==> config.mk <==
export PLATFORM = sky130hd
export DESIGN_NAME = led_matrix_pixel_scanner_core
export DESIGN_NICKNAME = d
export VERILOG_FILES = /design/src/hdl/lmps_pkg.sv /design/src/hdl/lmps_ctrl.sv /design/src/hdl/lmps_datapath.sv /design/src/hdl/led_matrix_pixel_scanner_core.sv
export SDC_FILE = /design/constraint.sdc
export NUM_CORES = 1
export LEC_CHECK = 0
export BUFFER_PORTS_ARGS = -buffer_cell sky130_fd_sc_hd__buf_2
export CAP_MARGIN = 25
export CORE_MARGIN = 4
export CORE_UTILIZATION = 40
export CTS_BUF_LIST = sky130_fd_sc_hd__clkbuf_4 sky130_fd_sc_hd__clkbuf_8
export DETAILED_ROUTE_END_ITERATION = 8
export PLACE_DENSITY = 0.55
export SYNTH_ARGS = -nofsm -noshare
export SYNTH_HDL_FRONTEND = slang
export SYNTH_SLANG_ARGS = --single-unit
==> constraint.sdc <==
create_clock -name aclk -period 4.67 [get_ports aclk]
set_clock_uncertainty 0.05 [all_clocks]
set_input_delay 0.467 -clock aclk [delete_from_list [all_inputs] [get_ports aclk]]
set_output_delay 0.467 -clock aclk [all_outputs]
set_load 0.005 [all_outputs]
==> src/hdl/lmps_pkg.sv <==
// Shared types and constants for the LED matrix pixel scanner.
`default_nettype none

package lmps_pkg;

    localparam int MATRIX_DIM    = 8;
    localparam int IDX_W         = 3;
    localparam int PERIOD_W      = 20;
    localparam int COORD_W       = 4;
    localparam int OPCODE_W      = 3;
    localparam int BURST_LEN     = 2 * MATRIX_DIM;
    localparam int BURST_CNT_W   = 4;

    localparam logic [PERIOD_W-1:0] SCAN_PERIOD_RESET = 20'd1000;
    localparam logic [PERIOD_W-1:0] ELAPSED_MAX       = 20'hFFFFF;

    localparam logic [OPCODE_W-1:0] OP_TICK    = 3'd0;
    localparam logic [OPCODE_W-1:0] OP_SET     = 3'd1;
    localparam logic [OPCODE_W-1:0] OP_CLEAR   = 3'd2;
    localparam logic [OPCODE_W-1:0] OP_ALL_OFF = 3'd3;
    localparam logic [OPCODE_W-1:0] OP_ALL_ON  = 3'd4;

    localparam logic [BURST_CNT_W-1:0] BURST_LAST = 4'd15;

    typedef enum logic [0:0] {
        ST_IDLE  = 1'b0,
        ST_SHIFT = 1'b1
    } ctrl_state_t;

    // controller -> datapath
    typedef struct packed {
        logic exec;   // apply the accepted input item
        logic shift;  // advance the serial burst by one bit
    } dp_cmd_t;

    // datapath -> controller
    typedef struct packed {
        logic emit;   // current input item starts a burst
        logic last;   // current burst bit is the sixteenth
    } dp_status_t;

endpackage

`default_nettype wire

==> src/hdl/lmps_ctrl.sv <==
// Controller state machine: accepts items and sequences the 16-bit serial burst.
`default_nettype none

module lmps_ctrl
    import lmps_pkg::*;
(
    input  wire logic       aclk,
    input  wire logic       aresetn,
    input  wire logic       s_tvalid,
    output logic            s_tready,
    output logic            m_tvalid,
    input  wire logic       m_tready,
    input  wire dp_status_t status,
    output dp_cmd_t         cmd
);

    ctrl_state_t state_reg;
    ctrl_state_t state_next;

    always_ff @(posedge aclk) begin
        if (!aresetn) begin
            state_reg <= ST_IDLE;
        end else begin
            state_reg <= state_next;
        end
    end

    always_comb begin
        s_tready  = (state_reg == ST_IDLE);
        m_tvalid  = (state_reg == ST_SHIFT);
        cmd.exec  = s_tvalid & s_tready;
        cmd.shift = m_tvalid & m_tready;
    end

    always_comb begin
        state_next = state_reg;
        unique case (state_reg)
            ST_IDLE: begin
                if (cmd.exec && status.emit) begin
                    state_next = ST_SHIFT;
                end
            end
            ST_SHIFT: begin
                if (cmd.shift && status.last) begin
                    state_next = ST_IDLE;
                end
            end
            default: begin
                state_next = ST_IDLE;
            end
        endcase
    end

endmodule

`default_nettype wire

==> src/hdl/lmps_datapath.sv <==
// Datapath: frame buffer, scan timer, drive registers and serial shifter.
`default_nettype none

module lmps_datapath
    import lmps_pkg::*;
(
    input  wire logic                aclk,
    input  wire logic                aresetn,
    input  wire logic                cfg_wr_en,
    input  wire logic [PERIOD_W-1:0] cfg_wr_data,
    input  wire logic [OPCODE_W-1:0] opcode,
    input  wire logic [COORD_W-1:0]  pixel_bit,
    input  wire logic [COORD_W-1:0]  pixel_byte,
    input  wire dp_cmd_t             cmd,
    output dp_status_t               status,
    output logic                     serial_data,
    output logic                     latch
);

    logic [MATRIX_DIM-1:0]  fb_reg [MATRIX_DIM];
    logic [MATRIX_DIM-1:0]  fb_next [MATRIX_DIM];
    logic [PERIOD_W-1:0]    period_reg, period_next;
    logic [PERIOD_W-1:0]    elapsed_reg, elapsed_next;
    logic [IDX_W-1:0]       byte_idx_reg, byte_idx_next;
    logic [IDX_W-1:0]       bit_idx_reg, bit_idx_next;
    logic [MATRIX_DIM-1:0]  row_reg, row_next;
    logic [MATRIX_DIM-1:0]  col_reg, col_next;
    logic [BURST_LEN-1:0]   shift_reg, shift_next;
    logic [BURST_CNT_W-1:0] cnt_reg, cnt_next;

    logic [PERIOD_W-1:0]    elapsed_inc;
    logic                   step_due;
    logic [IDX_W-1:0]       bit_adv, byte_adv;
    logic [MATRIX_DIM-1:0]  row_rel, col_rel, row_step, col_step, fb_row;
    logic                   lit;
    logic                   coord_ok;
    logic [IDX_W-1:0]       wr_bit, wr_byte;

    // scan step, evaluated every cycle
    always_comb begin
        elapsed_inc = (elapsed_reg == ELAPSED_MAX) ? elapsed_reg : elapsed_reg + 1'b1;
        step_due    = (elapsed_inc > period_reg);
        bit_adv     = bit_idx_reg + 1'b1;
        byte_adv    = (bit_adv == '0) ? byte_idx_reg + 1'b1 : byte_idx_reg;
        row_rel     = row_reg & ~(8'b1 << byte_idx_reg);
        col_rel     = col_reg | (8'b1 << bit_idx_reg);
        fb_row      = fb_reg[byte_adv];
        lit         = fb_row[bit_adv];
        row_step    = lit ? (row_rel | (8'b1 << byte_adv)) : row_rel;
        col_step    = lit ? (col_rel & ~(8'b1 << bit_adv)) : col_rel;
        coord_ok    = (pixel_bit >= 4'd1) && (pixel_bit <= 4'd8) &&
                      (pixel_byte >= 4'd1) && (pixel_byte <= 4'd8);
        wr_bit      = IDX_W'(pixel_bit - 4'd1);
        wr_byte     = IDX_W'(pixel_byte - 4'd1);

        status.emit = (opcode == OP_TICK) && step_due && lit;
        status.last = (cnt_reg == BURST_LAST);
        serial_data = shift_reg[BURST_LEN-1];
        latch       = status.last;
    end

    always_comb begin
        fb_next       = fb_reg;
        period_next   = cfg_wr_en ? cfg_wr_data : period_reg;
        elapsed_next  = elapsed_reg;
        byte_idx_next = byte_idx_reg;
        bit_idx_next  = bit_idx_reg;
        row_next      = row_reg;
        col_next      = col_reg;
        shift_next    = shift_reg;
        cnt_next      = cnt_reg;

        if (cmd.shift) begin
            shift_next = {shift_reg[BURST_LEN-2:0], 1'b0};
            cnt_next   = cnt_reg + 1'b1;
        end

        if (cmd.exec) begin
            unique case (opcode)
                OP_TICK: begin
                    if (step_due) begin
                        elapsed_next  = '0;
                        byte_idx_next = byte_adv;
                        bit_idx_next  = bit_adv;
                        row_next      = row_step;
                        col_next      = col_step;
                        shift_next    = {col_step, row_step};
                        cnt_next      = '0;
                    end else begin
                        elapsed_next = elapsed_inc;
                    end
                end
                OP_SET: begin
                    if (coord_ok) begin
                        fb_next[wr_byte][wr_bit] = 1'b1;
                    end
                end
                OP_CLEAR: begin
                    if (coord_ok) begin
                        fb_next[wr_byte][wr_bit] = 1'b0;
                    end
                end
                OP_ALL_OFF: begin
                    for (int i = 0; i < MATRIX_DIM; i++) begin
                        fb_next[i] = '0;
                    end
                end
                OP_ALL_ON: begin
                    for (int i = 0; i < MATRIX_DIM; i++) begin
                        fb_next[i] = '1;
                    end
                end
                default: begin
                end
            endcase
        end
    end

    always_ff @(posedge aclk) begin
        shift_reg <= shift_next;
        if (!aresetn) begin
            for (int i = 0; i < MATRIX_DIM; i++) begin
                fb_reg[i] <= '0;
            end
            period_reg   <= SCAN_PERIOD_RESET;
            elapsed_reg  <= '0;
            byte_idx_reg <= '0;
            bit_idx_reg  <= '0;
            row_reg      <= '0;
            col_reg      <= '0;
            cnt_reg      <= '0;
        end else begin
            fb_reg       <= fb_next;
            period_reg   <= period_next;
            elapsed_reg  <= elapsed_next;
            byte_idx_reg <= byte_idx_next;
            bit_idx_reg  <= bit_idx_next;
            row_reg      <= row_next;
            col_reg      <= col_next;
            cnt_reg      <= cnt_next;
        end
    end

endmodule

`default_nettype wire

==> src/hdl/led_matrix_pixel_scanner_core.sv <==
// Top level of the 8x8 LED matrix pixel scanner.
//
//  channel   dir  handshake            payload
//  s_        in   s_tvalid / s_tready  s_tuser = opcode, s_tdata = pixel_bit, pixel_byte
//  m_        out  m_tvalid / m_tready  m_tdata = serial_data, m_tlast = latch
//  cfg_      in   cfg_wr_en            cfg_wr_data = scan_period
//
// Input is accepted whenever no burst is in progress. A tick that lands on a
// lit pixel starts a 16-bit burst; input is held off until the 16th output
// transfer has been taken.
// The burst length is set by the single serial shifter in the datapath.
// Reset (aresetn low, synchronous) clears the frame buffer, scan position,
// drive bits and timer, and loads scan_period with 1000.
// Stalls on m_tready simply hold the current burst bit on the output.
`default_nettype none

module led_matrix_pixel_scanner_core
    import lmps_pkg::*;
(
    input  wire logic                aclk,
    input  wire logic                aresetn,
    // config
    input  wire logic                cfg_wr_en,
    input  wire logic [PERIOD_W-1:0] cfg_wr_data,   // scan_period
    // input stream
    input  wire logic                s_tvalid,
    output logic                     s_tready,
    input  wire logic [7:0]          s_tdata,       // [3:0] pixel_bit, [7:4] pixel_byte
    input  wire logic [2:0]          s_tuser,       // [2:0] opcode
    // result stream
    output logic                     m_tvalid,
    input  wire logic                m_tready,
    output logic [7:0]               m_tdata,       // [0] serial_data, [7:1] zero
    output logic                     m_tlast        // latch
);

    dp_cmd_t    cmd;
    dp_status_t status;
    logic       serial_data;

    // sequencing: accept items, then walk the burst one transfer at a time
    lmps_ctrl u_ctrl (
        .aclk     (aclk),
        .aresetn  (aresetn),
        .s_tvalid (s_tvalid),
        .s_tready (s_tready),
        .m_tvalid (m_tvalid),
        .m_tready (m_tready),
        .status   (status),
        .cmd      (cmd)
    );

    // frame buffer, timer, scan position and shifter
    lmps_datapath u_datapath (
        .aclk        (aclk),
        .aresetn     (aresetn),
        .cfg_wr_en   (cfg_wr_en),
        .cfg_wr_data (cfg_wr_data),
        .opcode      (s_tuser),
        .pixel_bit   (s_tdata[3:0]),
        .pixel_byte  (s_tdata[7:4]),
        .cmd         (cmd),
        .status      (status),
        .serial_data (serial_data),
        .latch       (m_tlast)
    );

    assign m_tdata = {7'b0, serial_data};

endmodule

`default_nettype wire

==> results of run 1 <==
synthesized netlist by cell type (3+ instances only):
master and instances:
nor2_1 181, dfxtp_1 147, a21oi_1 130, o22ai_1 89, o21ai_0 88, nand2_1 66, clkbuf_1 53, ha_1 39
inv_1 35, mux2i_1 31, nand3_1 30, nor3_1 22, o211ai_1 15, xnor2_1 15, buf_4 14, nand4_1 11
xor2_1 11, a31oi_1 10, mux2_2 9, nor2b_1 9, o21ai_1 9, or4_1 9, a32o_1 8, and3_1 8
buf_2 8, a21o_1 7, a211oi_1 6, buf_1 6, o21a_1 6, o41ai_1 6, a211o_1 5, and4_1 5
a21boi_0 4, and2_1 4, a32oi_1 3, o31ai_1 3, or3_1 3
metrics by stage:
| stage | std cells | cell area [um2] | hold WS [ns] | setup WS, ns |
|---|---|---|---|---|
| floorplan | 1149 | 8778 | 0.3750 | 0.7335 |
| global placement | 1398 | 9106 | 0.3916 | 0.5289 |
| detailed placement | 1398 | 9106 | 0.3957 | 0.5270 |
| CTS | 1430 | 9525 | 0.1481 | 0.4545 |
| global route | 1430 | 9525 | 0.1496 | 0.05394 |
| finish | 1430 | 9525 | 0.1721 | 0.4533 |
final timing paths:
path,start,endpoint,slack (ns)
max reg2reg,u_datapath.elapsed_reg[3],u_datapath.row_reg[3],0.45
min,cfg_wr_data[5],u_datapath.period_reg[5],0.17
min reg2reg,u_datapath.col_reg[5],u_datapath.col_reg[5],0.41
max,u_datapath.elapsed_reg[3],u_datapath.row_reg[3],0.45
cells by family (layout without fill, tap and decap cells):
kind of cell,after synthesis,count (layout),synth area share (%)
AO/OA/AOI/OAI,411,411,29.01
AND/OR/NAND/NOR,359,359,18.42
flip-flops,147,147,33.61
buffers and inverters,120,126,6.044
multiplexers,40,40,4.701
adder cells (fa/ha/maj),39,39,5.573
XOR/XNOR,26,26,2.601
other,1,7,0.04283
routing by layer:
layer | share of wire [%] | track usage [%]
met1 | 46 | 28.74
met2 | 47 | 34.53
met3 | 5.6 | 4.244
met4 | 1.2 | 4.794
met5 | 0 | 0
area by class of cell:
| type | count | area share (%) |
|---|---|---|
| flip-flops and latches | 147 | 30.89 |
| clock buffers | 20 | 2.758 |
| repair buffers | 58 | 3.678 |
| clock inverters | 12 | 1.642 |
| well taps | 275 | 3.612 |
| inverters | 36 | 1.432 |
| multi-input cells | 882 | 55.98 |
power groups by stage:
stage / sequential [mW] / combinational, mW / clock (mW)
after floorplan: 1.37 / 0.289 / 0
after global placement: 1.38 / 0.381 / 0
after detailed placement: 1.38 / 0.384 / 0
after CTS: 1.35 / 0.386 / 1.10
after global routing: 1.36 / 0.439 / 1.15
final: 1.35 / 0.389 / 1.07
critical path, cell delays in order, from the launching register on:
cell and delay [ns]:
dfxtp_1 0.45, and4_1 0.35, nand3_1 0.13, nor3_1 0.52
and3_1 0.26, nand3b_1 0.08, o21a_1 0.13, ha_1 0.32
nand4_1 0.11, nor2_1 0.22, o2111ai_1 0.22, o2111ai_2 0.24
nand3_1 0.13, buf_4 0.28, or4_1 0.53, o21ai_1 0.12
==> flow_summary.yaml, run 1 <==
floorplan:
  dieArea_um2: 24320
  die_h_um: 156.0
  rows: 53
  die_w_um: 156.0
  core_area_um2: 21290
  start_util_pct: 41.13
  io_pins: 47
pwr:
  intPower_mw: 2.003
  clockPowerShare_pct: 38.0
  leakage_nw: 3.586
  power_density_nw_per_um2: 294.9
  switching_share_pct: 28.70
  p_seq_share_pct: 48.2
  pwr-share-comb_pct: 13.8
  vdd_ir_drop_max_v: 0.0001802
  switchingPower_mw: 0.8062
  total_power_mw: 2.809
cells_and_area:
  layout_common_cells: "nor2_1, dfxtp_1, a21oi_1, o22ai_1, o21ai_0"
  fin_util_pct: 44.75
  largest_reg_flops: 64
  layout_commonest_cell: "nor2_1"
  drive_gt1_share_pct: 10.30
  fillCellCount: 2182
  fin_nets: 1217
  multi_input_area_um2: 5333
  syn2layout_area_growth_pct: 8.788
  antennaDiodeCount: 0
  final-seq-area_um2: 2943
routing:
  wl_per_cell_um: 17.96
  drt_iter0_markers: 670
  vias: 8351
  drt_wl_total_mm: 25.69
  drtPass1Iterations: 6
  drc_errors: 0
  viasPerCell: 5.840
  ant_nets: 0
cts:
  cts-root-buf: "clkbuf_8"
  cts_setup_buffers: 0
  numCtsBuffers: 17
  clkLatencyLatePin_ns: 0.46
  cts_tree: "done"
  cts.clk_slew.worst_paths_ns: 0.09
  hold_buffers: 0
  htree_levels: 4
  clkSinkCount: 147
  cts_buffer_depth: 2
  post_cts_resized: 0
global_route:
  antenna_found_initial: 1
  grt_max_degree: 65
  track_usage_pct: 21.08
  gr-total-overflow: 0
  grt_pass1_wl_mm: 41.68
  grt_pass1_vias: 7763
sta:
  worst_slew_pin_slew_ns: 1.047
  hold_viol: 0
  min_period_over_period_pct: 90.29
  max_freq_mhz: 237.2
  slew_headroom_pct: 29.69
  rsz0062_at_grt: "false"
  fin_crit_ns: 4.217
  slew_viol_final: 0
  setup_tns_ns: 0
  finalSetupViolations: 0
logic_synthesis:
  synth_ff_type: "dfxtp_1"
  ys_top_cells_by_area: "dfxtp_1, nor2_1, a21oi_1"
  yosys_warnings: 0
  yosys.area.top_type: "dfxtp_1"
  avgSynthCellArea_um2: 7.660
  yosys_register_bits: 147
  ys_types: 65
  synth-edff-count: 0
  ys_async_sr_fraction_pct: 0
  synth_area_um2: 8756
  yosysSeqAreaShare_pct: 33.61
  syn-instance-count: 1143
  netlist.area_leader.share_pct: 33.61
worst_setup_path:
  crit_type: "reg -> reg"
  cp-end-kind: "flip-flop"
  crit_arrival_ns: 4.55
  crit_required_ns: 5.00
  path_max_fanout: 37
  start_kind: "flip-flop"
  reg2reg_depth: 15
placed_design:
  port_buffers: 39
  place_congestion: 0.8070
  hpwl_mm: 16.53
job:
  cap_violations: 0
run_status:
  status: "completed"
min_path:
  hold_path.class: "in -> reg"
  holdPathStages: 3
Note: power is estimated with default switching activity, not from simulation.
==> run 2, diff against run 1 <==
--- a/config.mk
+++ b/config.mk
@@ -8,10 +8,10 @@
 export BUFFER_PORTS_ARGS = -buffer_cell sky130_fd_sc_hd__buf_2
 export CAP_MARGIN = 25
 export CORE_MARGIN = 4
-export CORE_UTILIZATION = 40
+export CORE_UTILIZATION = 25
 export CTS_BUF_LIST = sky130_fd_sc_hd__clkbuf_4 sky130_fd_sc_hd__clkbuf_8
 export DETAILED_ROUTE_END_ITERATION = 8
-export PLACE_DENSITY = 0.55
+export PLACE_DENSITY = 0.38
 export SYNTH_ARGS = -nofsm -noshare
 export SYNTH_HDL_FRONTEND = slang
 export SYNTH_SLANG_ARGS = --single-unit
==> run 2 against run 1 <==
Against the previous run:
- routed wire length up 18%
- cell count is 13% higher
- via count grew 1.6%
- sequential share of layout area down 1.1 points
- global-route usage decreased by 5.4 points
- critical path depth unchanged
- total power increased by 2.6%
- non-clock buffer count up 11
- sequential cell count unchanged
==> flow_summary.yaml, run 2 (synthesis gave the netlist of run 1 again) <==
cells_and_area:
  largest_reg_flops: 64
  layout_common_cells: "nor2_1, dfxtp_1, a21oi_1, o22ai_1, o21ai_0"
  fin_nets: 1228
  drive_gt1_share_pct: 11.15
  fin_util_pct: 28.55
  final_area_um2: 9862
  syn2layout_area_growth_pct: 12.63
  layout.cells.non_filler: 1621
  antennaDiodeCount: 0
  layout_commonest_cell: "nor2_1"
floorplan:
  start_util_pct: 25.35
  die_w_um: 195.1
  rows: 68
  core_area_um2: 34540
  die_h_um: 195.1
  io_pins: 47
  dieArea_um2: 38080
global_route:
  grt_pass1_wl_mm: 47.67
  track_usage_pct: 15.66
  gr-total-overflow: 0
  antenna_found_initial: 0
  grt_max_degree: 65
  grt_pass1_vias: 8170
cts:
  post_cts_resized: 0
  hold_buffers: 0
  cts-root-buf: "clkbuf_8"
  cts_setup_buffers: 0
  cts_tree: "done"
  cts.clk_slew.worst_paths_ns: 0.10
  clkSinkCount: 147
  clkLatencyLatePin_ns: 0.47
  numCtsBuffers: 17
  htree_levels: 4
  cts_buffer_depth: 2
routing:
  drc_errors: 0
  wl_per_cell_um: 18.63
  drt_iter0_markers: 514
  drt_wl_total_mm: 30.20
  vias: 8482
  drtPass1Iterations: 5
  ant_nets: 0
  viasPerCell: 5.233
min_path:
  hold_path.class: "in -> reg"
  worstHoldStart: "cfg_wr_data[7]"
placed_design:
  place_inst: 1587
  port_buffers: 39
  dpl_cell_area_um2: 9399
  place_congestion: 0.7932
  post-place-ws_ns: 0.3587
  hpwl_mm: 19.50
pwr:
  power_density_nw_per_um2: 292.2
  vdd_ir_drop_max_v: 0.0001560
  leakage_nw: 3.654
sta:
  rsz0062_at_grt: "false"
  worst_slew_pin_slew_ns: 1.048
  finalSetupViolations: 0
  min_period_over_period_pct: 92.95
  slew_headroom_pct: 29.88
  hold_viol: 0
  setup_tns_ns: 0
  fin_crit_ns: 4.341
  worst_slack_ns: 0.3292
  max_freq_mhz: 230.4
  slew_viol_final: 0
worst_setup_path:
  path_max_fanout: 37
  critPathLaunch: "u_datapath.elapsed_reg[3]"
  r2r-start: "u_datapath.elapsed_reg[3]"
  crit_type: "reg -> reg"
  cp-end-kind: "flip-flop"
  start_kind: "flip-flop"
  crit_required_ns: 5.02
  crit_arrival_ns: 4.69
run_status:
  status: "completed"
job:
  cap_violations: 0
## run 2: report_power, final
group | switching [mW] | leakage [nW] | internal, mW
clock | 0.555 | 0.206 | 0.572
combinational | 0.262 | 2.25 | 0.139
sequential | 0.0428 | 1.20 | 1.31
total | 0.859 | 3.65 | 2.02
## run 2: path summary, 6_finish.rpt
check | cells past startpoint | end | slack, ns
worst min register to register | 2 | u_datapath.col_reg[4] | 0.41
worst max register to register | 15 | u_datapath.row_reg[6] | 0.33
worst max-delay path | 15 | u_datapath.row_reg[6] | 0.33
worst min-delay path | 3 | u_datapath.period_reg[7] | 0.16
## run 2: per-stage QoR
stage	power [mW]	hold slack (ns)
after global routing	3.019	0.1380
after detailed placement	1.783	0.3946
final	2.882	0.1599
after floorplan	1.660	0.3750
after CTS	2.925	0.1344
after global placement	1.781	0.3869
## run 2: critical path, cell delays in order, from the launching register on
cell and delay (ns):
dfxtp_1 0.45, and4_1 0.39, nand3_1 0.14, nor3_1 0.53
and3_1 0.27, nand3b_1 0.08, o21a_1 0.14, ha_1 0.32
nand4_1 0.12, nor2_1 0.23, o2111ai_1 0.23, o2111ai_2 0.26
nand3_1 0.21, buf_12 0.22, or4_1 0.50, o21ai_1 0.12
## run 2: final cells by class
cell class / count / area [um2]
clock inverter: 11 / 151.4
inverter: 36 / 136.4
tap: 455 / 569.3
fill: 3827 / 24680
sequential: 147 / 2943
timing repair buffer: 69 / 452.9
multi-input combinational: 882 / 5333
clock buffer: 21 / 276.5
## run 2: layer usage
layer  vias up  wire length (um)  track usage [%]
met5         -                 0                0
met4         0               591            4.732
met3        37               906            2.312
met2       164             13820            24.65
met1      4112             14880            22.21
li1       4169                 -                -
